**config.mk**
```make
export PLATFORM = sky130hd
export DESIGN_NAME = ddgp_sqrt_cell
export DESIGN_NICKNAME = d
export VERILOG_FILES = /design/src/hw/rtl/diff_drive_goto_point_top_macros.svh /design/src/hw/rtl/ddgp_pkg.sv /design/src/hw/rtl/ddgp_sqrt_cell.sv
export SDC_FILE = /design/constraint.sdc
export NUM_CORES = 1
export LEC_CHECK = 0
export BUFFER_PORTS_ARGS = -buffer_cell sky130_fd_sc_hd__buf_2
export CORE_MARGIN = 2
export CORE_UTILIZATION = 51
export DETAILED_ROUTE_END_ITERATION = 6
export GPL_ROUTABILITY_DRIVEN = 0
export PLACE_DENSITY_LB_ADDON = 0.15
export SYNTH_ARGS = -nofsm -noshare
export SYNTH_HDL_FRONTEND = slang
export SYNTH_SLANG_ARGS = --single-unit
```
**constraint.sdc**
```tcl
create_clock -name clk -period 6 [get_ports clk]
set_clock_uncertainty 0.2 [all_clocks]
set_input_delay 0.6 -clock clk [delete_from_list [all_inputs] [get_ports clk]]
set_output_delay 0.6 -clock clk [all_outputs]
set_load 0.1 [all_outputs]
```
**src/hw/rtl/diff_drive_goto_point_top_macros.svh**
```systemverilog
// Assertion macros shared by the go-to-point controller RTL.
// Each macro expects signals named clk and rst in the scope where it is used.
`ifndef DIFF_DRIVE_GOTO_POINT_TOP_MACROS_SVH
`define DIFF_DRIVE_GOTO_POINT_TOP_MACROS_SVH

// The consequent must hold in the same cycle as the antecedent.
`define DDGP_ASSERT_NOW(lbl, ante, cons, msg) \
  lbl: assert property (@(posedge clk) disable iff (rst) (ante) |-> (cons)) else $error(msg);

// The consequent must hold in the cycle after the antecedent.
`define DDGP_ASSERT_NEXT(lbl, ante, cons, msg) \
  lbl: assert property (@(posedge clk) disable iff (rst) (ante) |=> (cons)) else $error(msg);

`endif

```
**src/hw/rtl/ddgp_pkg.sv**
```systemverilog
// ---------------------------------------------------------------------------
// Go-to-point controller package
// Shared constants, data types and the CORDIC arctangent table.
// ---------------------------------------------------------------------------
`timescale 1ns / 1ps
`default_nettype none

package ddgp_pkg;

  localparam int CORDIC_STAGES = 16;
  localparam int FRAC_BITS     = 12;
  localparam int TAB_LEN       = 25;
  localparam int NSTG          = (CORDIC_STAGES < TAB_LEN) ? CORDIC_STAGES : TAB_LEN;

  localparam int CW        = 34;
  localparam int SQW       = 34;
  localparam int SQ_STAGES = 17;
  localparam int SHW       = 5;
  localparam int BPW       = 6;
  localparam int VG_SH     = 12;
  localparam int ASH       = 30 - FRAC_BITS;

  localparam logic signed [CW-1:0] PI_Q30      = 34'sd3373259426;
  localparam logic signed [CW-1:0] HALF_PI_Q30 = 34'sd1686629713;
  localparam logic signed [CW-1:0] K_Q30       = 34'sd652032874;

  localparam longint PI_Q30_L = 64'sd3373259426;
  localparam int     PI_Q     = int'((PI_Q30_L + (64'sd1 <<< (ASH - 1))) >>> ASH);

  typedef enum logic [2:0] {
    REG_TURN_GAIN     = 3'd0,
    REG_SPEED_GAIN    = 3'd1,
    REG_TURN_LIMIT    = 3'd2,
    REG_SPEED_LIMIT   = 3'd3,
    REG_ARRIVE_RADIUS = 3'd4,
    REG_HALF_TRACK    = 3'd5
  } cfg_reg_t;

  typedef struct packed {
    logic signed [CW-1:0] x;
    logic signed [CW-1:0] y;
    logic signed [CW-1:0] z;
  } cordic_t;

  typedef struct packed {
    logic [SQW-1:0] rem;
    logic [SQW-1:0] res;
  } sqrt_t;

  function automatic logic signed [CW-1:0] atan_q30(input logic [SHW-1:0] i);
    logic signed [CW-1:0] a;
    case (i)
      5'd0:    a = 34'sd843314857;
      5'd1:    a = 34'sd497837829;
      5'd2:    a = 34'sd263043837;
      5'd3:    a = 34'sd133525159;
      5'd4:    a = 34'sd67021687;
      5'd5:    a = 34'sd33543516;
      5'd6:    a = 34'sd16775851;
      5'd7:    a = 34'sd8388437;
      5'd8:    a = 34'sd4194283;
      5'd9:    a = 34'sd2097149;
      5'd10:   a = 34'sd1048576;
      5'd11:   a = 34'sd524288;
      5'd12:   a = 34'sd262144;
      5'd13:   a = 34'sd131072;
      5'd14:   a = 34'sd65536;
      5'd15:   a = 34'sd32768;
      5'd16:   a = 34'sd16384;
      5'd17:   a = 34'sd8192;
      5'd18:   a = 34'sd4096;
      5'd19:   a = 34'sd2048;
      5'd20:   a = 34'sd1024;
      5'd21:   a = 34'sd512;
      5'd22:   a = 34'sd256;
      5'd23:   a = 34'sd128;
      5'd24:   a = 34'sd64;
      default: a = '0;
    endcase
    return a;
  endfunction

endpackage

`default_nettype wire

```
**src/hw/rtl/ddgp_sqrt_cell.sv**
```systemverilog
// ---------------------------------------------------------------------------
// Square root cell
// Settles one result bit of the digit-by-digit integer square root.
// ---------------------------------------------------------------------------
`timescale 1ns / 1ps
`default_nettype none

module ddgp_sqrt_cell
  import ddgp_pkg::*;
(
  input  wire              clk,
  input  wire  [BPW-1:0]   bit_pos,
  input  sqrt_t            din,
  output sqrt_t            dout
);

  logic [SQW-1:0] bitv;
  logic [SQW-1:0] trial;
  sqrt_t          nxt;

  always_comb begin
    bitv  = SQW'(1) << bit_pos;
    trial = din.res + bitv;
    if (din.rem >= trial) begin
      nxt.rem = din.rem - trial;
      nxt.res = (din.res >> 1) + bitv;
    end else begin
      nxt.rem = din.rem;
      nxt.res = din.res >> 1;
    end
  end

  always_ff @(posedge clk) begin
    dout <= nxt;
  end

endmodule

`default_nettype wire
```
==> flow_results.org <==
** Final layout
- dout holds more flip-flops than any other register.
- Cells with a size suffix above 1 make up 21.14% of the layout.
- Post-route non-filler standard cell count :: approximately 1,400
- Registers with the most flip-flops :: dout: 68 flops
- Most frequent cells in the layout :: sky130_fd_sc_hd__buf_2 (142), sky130_fd_sc_hd__a21oi_1 (134), sky130_fd_sc_hd__nor2_1 (109)
- Flip-flop count of the largest register, all copies and words added :: between 60 and 70
- From synthesis to final layout, the design area changed by 19.73%.
- Final-stage net count :: between 1,000 and 1,500
- With fillers left out, the area of the finished cells amounts to between 9000 and 10,000 sq um.
- The number of antenna diodes in the final layout is 0.
- Most common cell after layout, fill and taps aside :: sky130_fd_sc_hd__buf_2
- Final Util :: around 63%

** Critical path
- Element type at the critical path start :: input port
- Cell occurring most often along the worst timing path :: sky130_fd_sc_hd__o21ai_0
- On the worst path, the slowest cell contributes a delay of approximately 0.42 ns.
- Required time at the worst-slack endpoint :: a little over 6 ns
- In this run the worst path has a maximum fanout of 45.
- Type of the worst setup path :: in2reg
- Grouping stages by cell kind, the critical path spends the most delay in compound AO/OA/AOI/OAI gates.
- Sequence of cells on the critical path :: buf_2 -> or2_2 -> nor2_1 -> ha_2 -> a2111oi_2 -> or3_1 -> o211ai_1 -> o2111ai_1 -> and2_1 -> o21a_1 -> o21ai_1 -> xnor2_1 -> ha_1 -> a21oi_1 -> o21ai_0 -> a221o_1 -> and3_1 -> o41ai_4 -> a31oi_4 -> buf_12 -> buf_4 -> o21ai_0 -> nand3_1
- Data on the critical path arrives at its endpoint at 5.67 ns.
- The number of buffers and inverters on the critical path is 3.
- Highest-delay cell along the critical path :: sky130_fd_sc_hd__o41ai_4
- Critical Path End Type :: flip-flop

** CTS
- TritonCTS clock tree :: built
- After clock tree synthesis, the clock-pin slew on the worst setup and hold paths is 0.05 ns.
- Clock root buffer :: sky130_fd_sc_hd__clkbuf_16
- Buffers from clock root to sink, at most :: 2
- CTS Hold Bufs :: 0
- Clock tree synthesis inserted a total of 9 buffers.
- CTS H-tree depth :: 3
- Counting every sink on the clock net gives between 60 and 70.

** Timing
- Setup repair after global routing missed its margin :: no
- Static timing analysis puts the maximum clock frequency at ~0.18 GHz.
- Final hold violations :: 0
- For the pin with the worst max-slew slack, the measured transition is between 0.5 and 0.6 ns.
- Worst hold-check slack :: roughly 0.27 ns
- Setup violations remaining at the end of the flow were counted as 0.
- Max_slew headroom :: between 60% and 70%
- Dividing the final minimum period by the clock period gives 93.94%.
- In the final timing run, aggregate negative setup slack is 0 ns.
- The number of max-slew violations in the final report came to 0.
- Counting I/O delays and the setup requirement, the final critical path takes ~5.6 ns.

** GRT
- Number of global-route vias before repair :: between 7,000 and 8,000
- In the global route stage, overall resource usage came out at about 28%.
- Initial antenna violation count :: 0
- Entering global routing, the biggest net connects 46 pins.
- After global routing the overflow that remains totals 0.
- Global-route wire length before repair :: 38,140 um

** Placed design
- Counting tap cells, the placed design contains a total of 1,419 instances.
- Placed inst area :: a little over 9000 sq um
- Quantity of I/O buffers inserted on ports :: approximately 140
- The HPWL after detailed placement is between 15,000 and 20,000 um.

** Synthesis
- Count of flip-flops with a built-in enable after synthesis :: 0
- Synth Instances :: 1,061
- Count of yosys warnings during synthesis :: 0
- After synthesis, the cell types taking the most area are sky130_fd_sc_hd__dfxtp_1 (17%), sky130_fd_sc_hd__ha_1 (14%), sky130_fd_sc_hd__a21oi_1 (8.5%).
- Cell area after synthesis :: 7978 sq um
- The most used flip-flop cell after synthesis is sky130_fd_sc_hd__dfxtp_1.
- In this run the biggest area consumer among cell types represents around 17% of the synthesized area.
- Synth unique cells :: 74
- Nets in the synthesized netlist :: 1,227
- Sequential share of the synthesized area :: between 10% and 20%
- Async S/R FF share, synth :: 0%
- Area leader, netlist :: sky130_fd_sc_hd__dfxtp_1
- Synthesis inferred just under 70 register bits.
- Average footprint of a synthesized cell :: about 7.5 sq um

** Route
- Using the TritonRoute via totals, the vias-per-cell ratio works out to just under 6.
- Final WL :: between 20,000 and 25,000 um
- Vias after detailed routing :: roughly 8,400
- Number of nets still failing antenna checks after routing :: 0
- For this run, the detailed router's first-pass iteration total came to 6.
- In the final routed layout, each cell accounts on average for 16.30 um.
- The detailed router finished its first iteration with 736 violations.
- For this run, design rule violations remaining after detail routing come to 0.

** Pwr
- Net switching is 50.36% of the power.
- Summed over all cells, the static leakage comes to approximately 4.5 nW.
- Combinational Power Share :: 54.7%
- PD cells :: 264.0 nW/um^2
- Register share of total power :: between 20 and 25%
- Sw Pwr :: 1.270 mW
- The clock network burns a little under a quarter of the power.
- Internal power comes to roughly 1.3 mW.
- Worst voltage drop across the vdd grid :: 0.0001703 V

** Die
- The initial utilization of the core area, before any placement, comes to 52.28%.
- During I/O placement, the number of pins put on the boundary was roughly 140.
- Height of the die :: approximately 130 um
- Width of the die :: around 130 um
- After floorplanning, the core was divided into between 40 and 50 placement rows.
- Core area :: roughly 15,000 sq um
- Overall die area :: around 17,000 sq um

** Hold path
- Path class of the lowest-slack min-delay path :: in2reg

** Outcome
- Status :: finished clean

** Job
- Max-cap violations in this run came to 0.
synthesized netlist by cell type (all sizes together) (4+ instances only):
cell and number:
o21a 12, nand3b 7, a31oi 10, a21boi 4, a21o 60, clkbuf 34, or4b 4, or2 7
nand4 13, mux2 20, ha 88, nor3 21, a22oi 4, xor2 34, o31ai 5, o2111ai 4
nor4b 4, nor2 113, a31o 8, nor2b 12, a41oi 9, buf 9, o21ai 65, and2 14
nand3 31, nand2b 14, o21bai 11, a21oi 136, a211oi 10, nand2 62, dfxtp 68, and3 15
xnor2 61, o211ai 10, inv 32, and4 4, a221o 4
cells by family (layout without fill, tap and decap cells):
family          count (synthesis)  after routing  synth area share (%)
simple gates                  332            332                 20.61
flops                          68             68                 17.06
compound gates                375            375                 30.32
xor+xnor                       95             95                 10.43
buf+inv                        76            240                 3.701
fa+ha+maj                      92             92                 14.68
mux                            23             23                 3.199
power by group through the flow:
stage | registers, mW | logic, mW | clock network (mW)
3_5_place_dp | 0.569 | 1.36 | 0
3_3_place_gp | 0.569 | 1.36 | 0
2_1_floorplan | 1.22 | 0.446 | 0
4_1_cts | 0.561 | 1.37 | 0.592
6_report | 0.560 | 1.38 | 0.583
5_1_grt | 0.568 | 1.46 | 0.609
repair_timing:
action | in CTS | in global routing
setup buffers | 0 | 1
endpoints found under the hold margin | 0 | 0
gates resized for setup | 0 | 11
endpoints found under the setup margin | 0 | 68
worst paths after layout:
path                  startpoint        to  slack [ns]  cells past startpoint
worst max-delay path  bit_pos[1]  dout[33]        0.36                     23
worst min-delay path     din[66]  dout[66]        0.27                      2
stage by stage:
stage,power [mW],setup WS (ns)
2_1_floorplan,1.671,0.01255
3_3_place_gp,1.927,-0.02398
3_5_place_dp,1.931,-0.1957
4_1_cts,2.522,0.04547
5_1_grt,2.637,0.05786
6_report,2.521,0.3638
area by class of cell:
type / count / area (sq um)
Multi-Input combinational cell: 917 / 6394
Fill cell: 1427 / 5707
Sequential cell: 68 / 1361
Timing Repair Buffer: 191 / 1091
Tap cell: 211 / 264.0
Clock buffer: 11 / 242.7
Inverter: 33 / 123.9
Clock inverter: 5 / 75.07
metal layers:
metal | track usage [%] | share of wire, %
met1 | 40.97 | 48
met4 | 7.545 | 2.1
met5 | 0 | 0
met2 | 43.67 | 43
met3 | 5.285 | 7.6
(Power assumes the default switching activity.)
