### config.mk
export PLATFORM = sky130hd
export DESIGN_NAME = ddgp_cordic_cell
export DESIGN_NICKNAME = d
export VERILOG_FILES = /design/src/hw/rtl/diff_drive_goto_point_top_macros.svh /design/src/hw/rtl/ddgp_pkg.sv /design/src/hw/rtl/ddgp_cordic_cell.sv
export SDC_FILE = /design/constraint.sdc
export NUM_CORES = 1
export LEC_CHECK = 0
export ABC_CLOCK_PERIOD_IN_PS = 7700
export BUFFER_PORTS_ARGS = -buffer_cell sky130_fd_sc_hd__buf_2
export CAP_MARGIN = 20
export CORE_UTILIZATION = 59
export CTS_CLUSTER_SIZE = 12
export DETAILED_ROUTE_END_ITERATION = 8
export PLACE_DENSITY_LB_ADDON = 0.15
export SLEW_MARGIN = 10
export SYNTH_ARGS = -nofsm -noshare
export SYNTH_HDL_FRONTEND = slang
export SYNTH_SLANG_ARGS = --single-unit
### constraint.sdc
create_clock -name clk -period 7.7 [get_ports clk]
set_input_delay 1.925 -clock clk [delete_from_list [all_inputs] [get_ports clk]]
set_output_delay 1.925 -clock clk [all_outputs]
set_load 0.005 [all_outputs]
### src/hw/rtl/diff_drive_goto_point_top_macros.svh
// Assertion macros shared by the go-to-point controller RTL.
// Each macro expects signals named clk and rst in the scope where it is used.
`ifndef DIFF_DRIVE_GOTO_POINT_TOP_MACROS_SVH
`define DIFF_DRIVE_GOTO_POINT_TOP_MACROS_SVH

// The consequent must hold in the same cycle as the antecedent.
`define DDGP_ASSERT_NOW(lbl, ante, cons, msg) \
  lbl: assert property (@(posedge clk) disable iff (rst) (ante) |-> (cons)) else $error(msg);

// The consequent must hold in the cycle after the antecedent.
`define DDGP_ASSERT_NEXT(lbl, ante, cons, msg) \
  lbl: assert property (@(posedge clk) disable iff (rst) (ante) |=> (cons)) else $error(msg);

`endif

### src/hw/rtl/ddgp_pkg.sv
// ---------------------------------------------------------------------------
// Go-to-point controller package
// Shared constants, data types and the CORDIC arctangent table.
// ---------------------------------------------------------------------------
`timescale 1ns / 1ps
`default_nettype none

package ddgp_pkg;

  localparam int CORDIC_STAGES = 16;
  localparam int FRAC_BITS     = 12;
  localparam int TAB_LEN       = 25;
  localparam int NSTG          = (CORDIC_STAGES < TAB_LEN) ? CORDIC_STAGES : TAB_LEN;

  localparam int CW        = 34;
  localparam int SQW       = 34;
  localparam int SQ_STAGES = 17;
  localparam int SHW       = 5;
  localparam int BPW       = 6;
  localparam int VG_SH     = 12;
  localparam int ASH       = 30 - FRAC_BITS;

  localparam logic signed [CW-1:0] PI_Q30      = 34'sd3373259426;
  localparam logic signed [CW-1:0] HALF_PI_Q30 = 34'sd1686629713;
  localparam logic signed [CW-1:0] K_Q30       = 34'sd652032874;

  localparam longint PI_Q30_L = 64'sd3373259426;
  localparam int     PI_Q     = int'((PI_Q30_L + (64'sd1 <<< (ASH - 1))) >>> ASH);

  typedef enum logic [2:0] {
    REG_TURN_GAIN     = 3'd0,
    REG_SPEED_GAIN    = 3'd1,
    REG_TURN_LIMIT    = 3'd2,
    REG_SPEED_LIMIT   = 3'd3,
    REG_ARRIVE_RADIUS = 3'd4,
    REG_HALF_TRACK    = 3'd5
  } cfg_reg_t;

  typedef struct packed {
    logic signed [CW-1:0] x;
    logic signed [CW-1:0] y;
    logic signed [CW-1:0] z;
  } cordic_t;

  typedef struct packed {
    logic [SQW-1:0] rem;
    logic [SQW-1:0] res;
  } sqrt_t;

  function automatic logic signed [CW-1:0] atan_q30(input logic [SHW-1:0] i);
    logic signed [CW-1:0] a;
    case (i)
      5'd0:    a = 34'sd843314857;
      5'd1:    a = 34'sd497837829;
      5'd2:    a = 34'sd263043837;
      5'd3:    a = 34'sd133525159;
      5'd4:    a = 34'sd67021687;
      5'd5:    a = 34'sd33543516;
      5'd6:    a = 34'sd16775851;
      5'd7:    a = 34'sd8388437;
      5'd8:    a = 34'sd4194283;
      5'd9:    a = 34'sd2097149;
      5'd10:   a = 34'sd1048576;
      5'd11:   a = 34'sd524288;
      5'd12:   a = 34'sd262144;
      5'd13:   a = 34'sd131072;
      5'd14:   a = 34'sd65536;
      5'd15:   a = 34'sd32768;
      5'd16:   a = 34'sd16384;
      5'd17:   a = 34'sd8192;
      5'd18:   a = 34'sd4096;
      5'd19:   a = 34'sd2048;
      5'd20:   a = 34'sd1024;
      5'd21:   a = 34'sd512;
      5'd22:   a = 34'sd256;
      5'd23:   a = 34'sd128;
      5'd24:   a = 34'sd64;
      default: a = '0;
    endcase
    return a;
  endfunction

endpackage

`default_nettype wire

### src/hw/rtl/ddgp_cordic_cell.sv
// ---------------------------------------------------------------------------
// CORDIC cell
// One micro-rotation per clock, in vectoring or rotation mode.
// ---------------------------------------------------------------------------
`timescale 1ns / 1ps
`default_nettype none

module ddgp_cordic_cell
  import ddgp_pkg::*;
(
  input  wire                    clk,
  input  wire                    rot,
  input  wire  [SHW-1:0]         shift,
  input  wire  signed [CW-1:0]   angle,
  input  cordic_t                din,
  output cordic_t                dout
);

  logic signed [CW-1:0] xs;
  logic signed [CW-1:0] ys;
  logic                 pos;
  cordic_t              nxt;

  always_comb begin
    xs  = din.x >>> shift;
    ys  = din.y >>> shift;
    pos = rot ? (din.z >= 0) : (din.y < 0);
    if (pos) begin
      nxt.x = din.x - ys;
      nxt.y = din.y + xs;
      nxt.z = din.z - angle;
    end else begin
      nxt.x = din.x + ys;
      nxt.y = din.y - xs;
      nxt.z = din.z + angle;
    end
  end

  always_ff @(posedge clk) begin
    dout <= nxt;
  end

endmodule

`default_nettype wire

==> results.toml, run 1 <==
[global_routing]
grtUsageTotal_pct = 40.2
grt_pass1_vias = 14481
grt-ovfl-total = 0
grt_start_max_net_pins = 49
grt_pass1_wl_um = 81300
antenna_found_initial = 0

[critical_path]
cp_cell_sequence = "buf_2, buf_12, mux4_2, mux2_2, nand2b_1, a31oi_1, and2_1, and4_1, inv_1, o21ai_0, xor2_1, ha_1, a21oi_1, o21ai_0, a311oi_1, o21ai_0, o311a_1, buf_4, or2_2, a311o_1, a21oi_1, xnor2_1"
cp.arrival_ns = 7.72
critPathRequiredTime_ns = 8.00
crit_fanout = 36
cp_slowest_stage_delay_ns = 0.49
cp-end-kind = "flip-flop"
critPathSlowestCell = "a31oi_1"
crit_path_frequent_cell = "o21ai_0"
crit_type = "primary input to flip-flop"
critPathLaunchType = "primary input"

[pwr]
clockPowerShare_pct = 14.1
ir_drop_v = 0.000146
powerDensity_mw_per_mm2 = 193
switchingPower_mw = 1.37
p_total_mw = 3.26
p_int_mw = 1.89
combinationalPowerShare_pct = 60.7
seq_power_share_pct = 25.2
cellLeakagePower_nw = 7.33
switching_share_pct = 42.1

[synthesis]
ys_ff_latch = 102
ys_async_sr_fraction_pct = 0
ys_types = 96
yosysSeqAreaShare_pct = 13.7
synth_cells = 1710
postSynthAreaPerCell_sq_um = 8.73
synth_fp_nets = 1958
ys.flop_type = "dfxtp_1"
mappedNetlistArea_sq_mm = 0.0149
synth_edf_count = 0
yosysWarnings = 0

[timing]
hold_viol_final = 0
clock.fmax_mhz = 135
worst_pin_slew_ns = 0.874
setup_slack_ns = 0.280
drv_slew = 0
setup_viol = 0
finalCritPeriodShare_pct = 96.4
finalCriticalPeriod_ns = 7.42
maxSlewHeadroom_pct = 41.3
grt_setup_unrepaired = "no"

[place]
place_congestion = 1.03
pre_cts_slack_ns = -0.106
place_hpwl_um = 41100
place_inst = 2277
io_buffer_count = 244
placed_area_sq_mm = 0.0167

[finish]
top_regs = "dout: 102 flops"
largest_reg_flops = 102
nNetsFinal = 2212
area_growth_syn_to_layout_pct = 13.6
drive_gt1_share_pct = 26.6
stdcell_count = 2293
diodes = 0
fin_area_sq_mm = 0.0170
top_register = "dout"
utilization_pct = 68.9

[drt]
wl_per_cell_um = 23.0
first_iter_violations = 2045
dr.pass1.iters = 6
via_per_inst = 6.82
drcViolationCount = 0
postRouteAntennaNets = 0
vias = 15645
finalWirelength_um = 52700

[floorplanning]
initial_core_util_pct = 60.7
die_w_um = 161
dieHeight_um = 161
coreArea_sq_mm = 0.0246
ios = 245
dieArea_sq_mm = 0.0259
core.rowCount = 57

[clocking]
cts_buffer_depth = 2
cts_tree = "yes"
h-tree-depth = 3
clk_pin_slew_ns = 0.08
cts_buffers = 9
cts_num_sinks = 102
ctsRootBufferMaster = "clkbuf_16"

[run]
maxCapViolCount = 0

[min_path]
hp-class = "primary input to flip-flop"

[outcome]
status = "complete, no violations"
power by group through the flow:
stage	Sequential, mW	Clock (mW)	Combinational (mW)
2_1_floorplan	0.875	0	1.22
3_3_place_gp	0.829	0	1.90
3_5_place_dp	0.835	0	1.93
4_1_cts	0.825	0.473	1.94
5_1_grt	0.843	0.490	2.15
6_report	0.824	0.460	1.98
worst max-delay path: cells and delay by family:
family	cells	cell delay, ns
AO/OA/AOI/OAI	9	2.66
XOR/XNOR	2	0.24
adder cells (fa/ha/maj)	1	0.22
buffers and inverters	4	0.92
multiplexers	2	0.68
AND/OR/NAND/NOR	4	1.07
layout make-up:
class,instances,area [sq um]
inverter,43,161
fill,2035,7650
clock inverter,6,50.0
sequential,102,2040
multi-input combinational,1475,12100
timing repair buffer,333,1950
clock buffer,10,229
tap,324,405
synth_stat cells (12+ instances only):
library cell | count | area, sq um
a21oi_1 | 142 | 711
nor2_1 | 131 | 492
nand2_1 | 124 | 465
dfxtp_1 | 102 | 2040
ha_1 | 102 | 1280
xnor2_1 | 101 | 885
o21ai_0 | 85 | 425
mux4_2 | 83 | 1870
xor2_1 | 68 | 596
mux2i_1 | 67 | 671
mux2_2 | 47 | 529
nor3_1 | 44 | 220
inv_1 | 40 | 150
a21o_1 | 35 | 263
clkbuf_1 | 31 | 116
nand3_1 | 31 | 155
nand2b_1 | 26 | 163
o211ai_1 | 23 | 173
buf_6 | 21 | 236
o21a_1 | 21 | 158
a31oi_1 | 19 | 119
and3_1 | 19 | 119
or3_1 | 19 | 119
buf_2 | 18 | 90.1
nor2b_1 | 18 | 113
o22ai_1 | 17 | 106
o31ai_1 | 17 | 128
a211oi_1 | 15 | 113
mux4_1 | 15 | 394
and2_1 | 13 | 81.3
or2_2 | 13 | 81.3
nor4_1 | 12 | 75.1
stage by stage:
step	hold slack [ns]	TNS (ns)
finish	1.87	0
global route	1.84	0
CTS	1.85	0
detailed placement	2.24	-0.245
global placement	2.22	-0.0276
floorplan	2.05	0
path summary, 6_finish.rpt:
kind,endpoint,start,depth (start not counted)
hold / removal,dout[34]$_DFF_P_,din[34],2
setup / recovery,dout[95]$_DFF_P_,shift[3],22
per-layer routing:
metal | vias up | part of all wire [%] | track usage [%]
met5 | - | 0 | 0
met3 | 154 | 11 | 8.50
met4 | 0 | 4.7 | 19.3
li1 | 7069 | - | -
met1 | 7405 | 41 | 55.6
met2 | 1017 | 43 | 59.5
layout by cell type (no fill, tap or decap), types with 21 or more instances in the layout:
cell and n:
xor2_1 68, ha_1 102, mux2_2 47, a21oi_1 142
dfxtp_1 102, nand2_1 124, nor3_1 44, o211ai_1 23
nand3_1 31, o21ai_0 85, buf_2 241, a21o_1 35
mux4_2 83, xnor2_1 101, o21a_1 21, inv_1 40
nand2b_1 26, buf_4 87, mux2i_1 66, nor2_1 131
logic make-up (layout without fill, tap and decap cells):
family	after synthesis	in the layout	synth area share, %
AO/OA/AOI/OAI	499	499	22.3
AND/OR/NAND/NOR	489	489	16.5
multiplexers	213	213	23.3
XOR/XNOR	169	169	9.91
buffers and inverters	133	392	5.35
adder cells (fa/ha/maj)	105	105	8.95
flip-flops	102	102	13.7
repair_timing:
action,4_1_cts,5_1_grt
gates resized for setup,0,6
setup buffers,0,0
hold buffers,0,0
endpoints found under the setup margin,0,5
Power figures use the tool's default switching activity.
==> run 2, diff against run 1 <==
--- a/config.mk
+++ b/config.mk
@@ -8,7 +8,8 @@
 export ABC_CLOCK_PERIOD_IN_PS = 7700
 export BUFFER_PORTS_ARGS = -buffer_cell sky130_fd_sc_hd__buf_2
 export CAP_MARGIN = 20
-export CORE_UTILIZATION = 59
+export CORE_UTILIZATION = 60
+export CTS_BUF_LIST = sky130_fd_sc_hd__clkbuf_4
 export CTS_CLUSTER_SIZE = 12
 export DETAILED_ROUTE_END_ITERATION = 8
 export PLACE_DENSITY_LB_ADDON = 0.15
==> results.toml, run 2 (synthesized netlist as in run 1, its figures left out) <==
[outcome]
status = "complete, no violations"

[floorplanning]
initial_core_util_pct = 61.2
coreArea_sq_mm = 0.0244
dieHeight_um = 160
dieArea_sq_mm = 0.0255
die_w_um = 160
ios = 245
core.rowCount = 57

[timing]
worst_pin_slew_ns = 0.827
clock.fmax_mhz = 133
setup_viol = 0
whs_ns = 1.67
grt_setup_unrepaired = "no"
drv_slew = 0
finalCritPeriodShare_pct = 97.6
maxSlewHeadroom_pct = 44.1
finalCriticalPeriod_ns = 7.52
hold_viol_final = 0

[critical_path]
critPathLaunchType = "primary input"
cp-end-kind = "flip-flop"
cp.arrival_ns = 7.93
critPathRequiredTime_ns = 8.11
crit_type = "primary input to flip-flop"
crit_fanout = 23

[place]
io_buffer_count = 244
place_inst = 2257
place_congestion = 1.04
place_hpwl_um = 41100

[global_routing]
grt-ovfl-total = 0
grt_start_max_net_pins = 62
antenna_found_initial = 1
grtUsageMet3_pct = 6.83
grt_pass1_wl_um = 81300
grt_pass1_vias = 14590
grt.busiest_layer = "met2"
grt_use_met1_pct = 55.9
grtUsageTotal_pct = 40.6
use_met2_pct = 62.6

[clocking]
clk_pin_slew_ns = 0.21
cts_hold_buffers = 0
cts_buffers = 9
ctsRootBufferMaster = "clkbuf_4"
cts_setup_buffers = 0
cts_num_sinks = 102
cts_buffer_depth = 2
cts_tree = "yes"
h-tree-depth = 3
ctsResizeCount = 2

[pwr]
ir_drop_v = 0.000188
cellLeakagePower_nw = 7.19
powerDensity_mw_per_mm2 = 189

[finish]
top_regs = "dout: 102 flops"
nNetsFinal = 2192
largest_reg_flops = 102
top_register = "dout"
stdcell_count = 2274
fill_cells = 2053
final_cell_mix = "241 x buf_2, 142 x a21oi_1, 131 x nor2_1"
area_growth_syn_to_layout_pct = 12.0
drive_gt1_share_pct = 25.8
mostFrequentLayoutCell = "buf_2"

[drt]
drcViolationCount = 0
first_iter_violations = 2018
via_per_inst = 6.87
dr.pass1.iters = 6
postRouteAntennaNets = 0
finalWirelength_um = 52900
wl_per_cell_um = 23.3
vias = 15625

[run]
maxCapViolCount = 0

[min_path]
min_from = "din[34]"
hp-class = "primary input to flip-flop"
min_delay_worst_endpoint = "dout[34]$_DFF_P_"
holdPathStages = 2
[run 2: cell types whose count changed in the layout (fill, tap and decap cells not counted), moves of 2 or more]
cell | before | now
clkbuf_16 | 9 | 0
buf_4 | 87 | 67
inv_6 | 3 | 1
bufinv_16 | 0 | 2
a2111oi_1 | 3 | 1
clkbuf_4 | 0 | 9
[run 2: report_power, final]
| group | internal (mW) | total [mW] | switching [mW] |
|---|---|---|---|
| logic | 0.880 | 1.96 | 1.08 |
| registers | 0.766 | 0.826 | 0.0598 |
| clock network | 0.140 | 0.366 | 0.226 |
| total | 1.79 | 3.16 | 1.37 |
[run 2: critical path: stages]
cell,delay [ns]
buf_4,0.37
buf_4,0.26
mux4_1,0.56
mux2_2,0.32
a221oi_1,0.46
and3_1,0.32
and4_1,0.36
inv_1,0.16
o21ai_0,0.21
xor2_1,0.09
ha_1,0.37
and3_1,0.22
and3_1,0.24
nand4_1,0.24
a2111oi_4,0.43
buf_4,0.19
o311a_1,0.20
a41oi_1,0.22
a211oi_1,0.44
a31oi_1,0.17
xnor2_1,0.15
[run 2: per-layer routing]
metal / vias to the layer above / share of wire [%]
li1: 7018 / -
met2: 1103 / 43
met1: 7340 / 41
met3: 164 / 11
met5: - / 0
met4: 0 / 4.5
[run 2: worst max-delay path by stage]
stage | endpoint | depth (start not counted) | startpoint | slack [ns]
final | dout[101]$_DFF_P_ | 21 | shift[1] | 0.18
after global routing | dout[66]$_DFF_P_ | 20 | shift[1] | 0.01
after CTS | dout[101]$_DFF_P_ | 22 | shift[0] | 0.19
after detailed placement | dout[101]$_DFF_P_ | 22 | shift[0] | -0.75
after global placement | dout[101]$_DFF_P_ | 22 | shift[0] | -0.75
after floorplan | dout[67]$_DFF_P_ | 25 | shift[2] | 0.47
[run 2: final cells by class]
| type | count | area (sq um) | share of cell area (%) |
|---|---|---|---|
| antenna | 1 | 2.50 | 0.0150 |
| clock buffer | 9 | 67.6 | 0.404 |
| clock inverter | 7 | 115 | 0.689 |
| inverter | 43 | 161 | 0.965 |
| multi-input combinational | 1475 | 12100 | 72.5 |
| sequential | 102 | 2040 | 12.2 |
| tap | 324 | 405 | 2.42 |
| timing repair buffer | 313 | 1800 | 10.8 |
[run 2: per-stage QoR]
stage / utilization, % / setup TNS (ns) / total power, mW / setup WS, ns / instance area [sq um]
after detailed placement: 67.7 / -2.13 / 2.75 / -0.755 / 16500
after CTS: 68.5 / 0 / 3.12 / 0.188 / 16700
final: 68.5 / 0 / 3.16 / 0.183 / 16700
after global placement: 67.7 / -2.11 / 2.71 / -0.751 / 16500
after floorplan: - / 0 / 2.10 / 0.466 / 14900
after global routing: 68.5 / 0 / 3.35 / 0.0146 / 16700
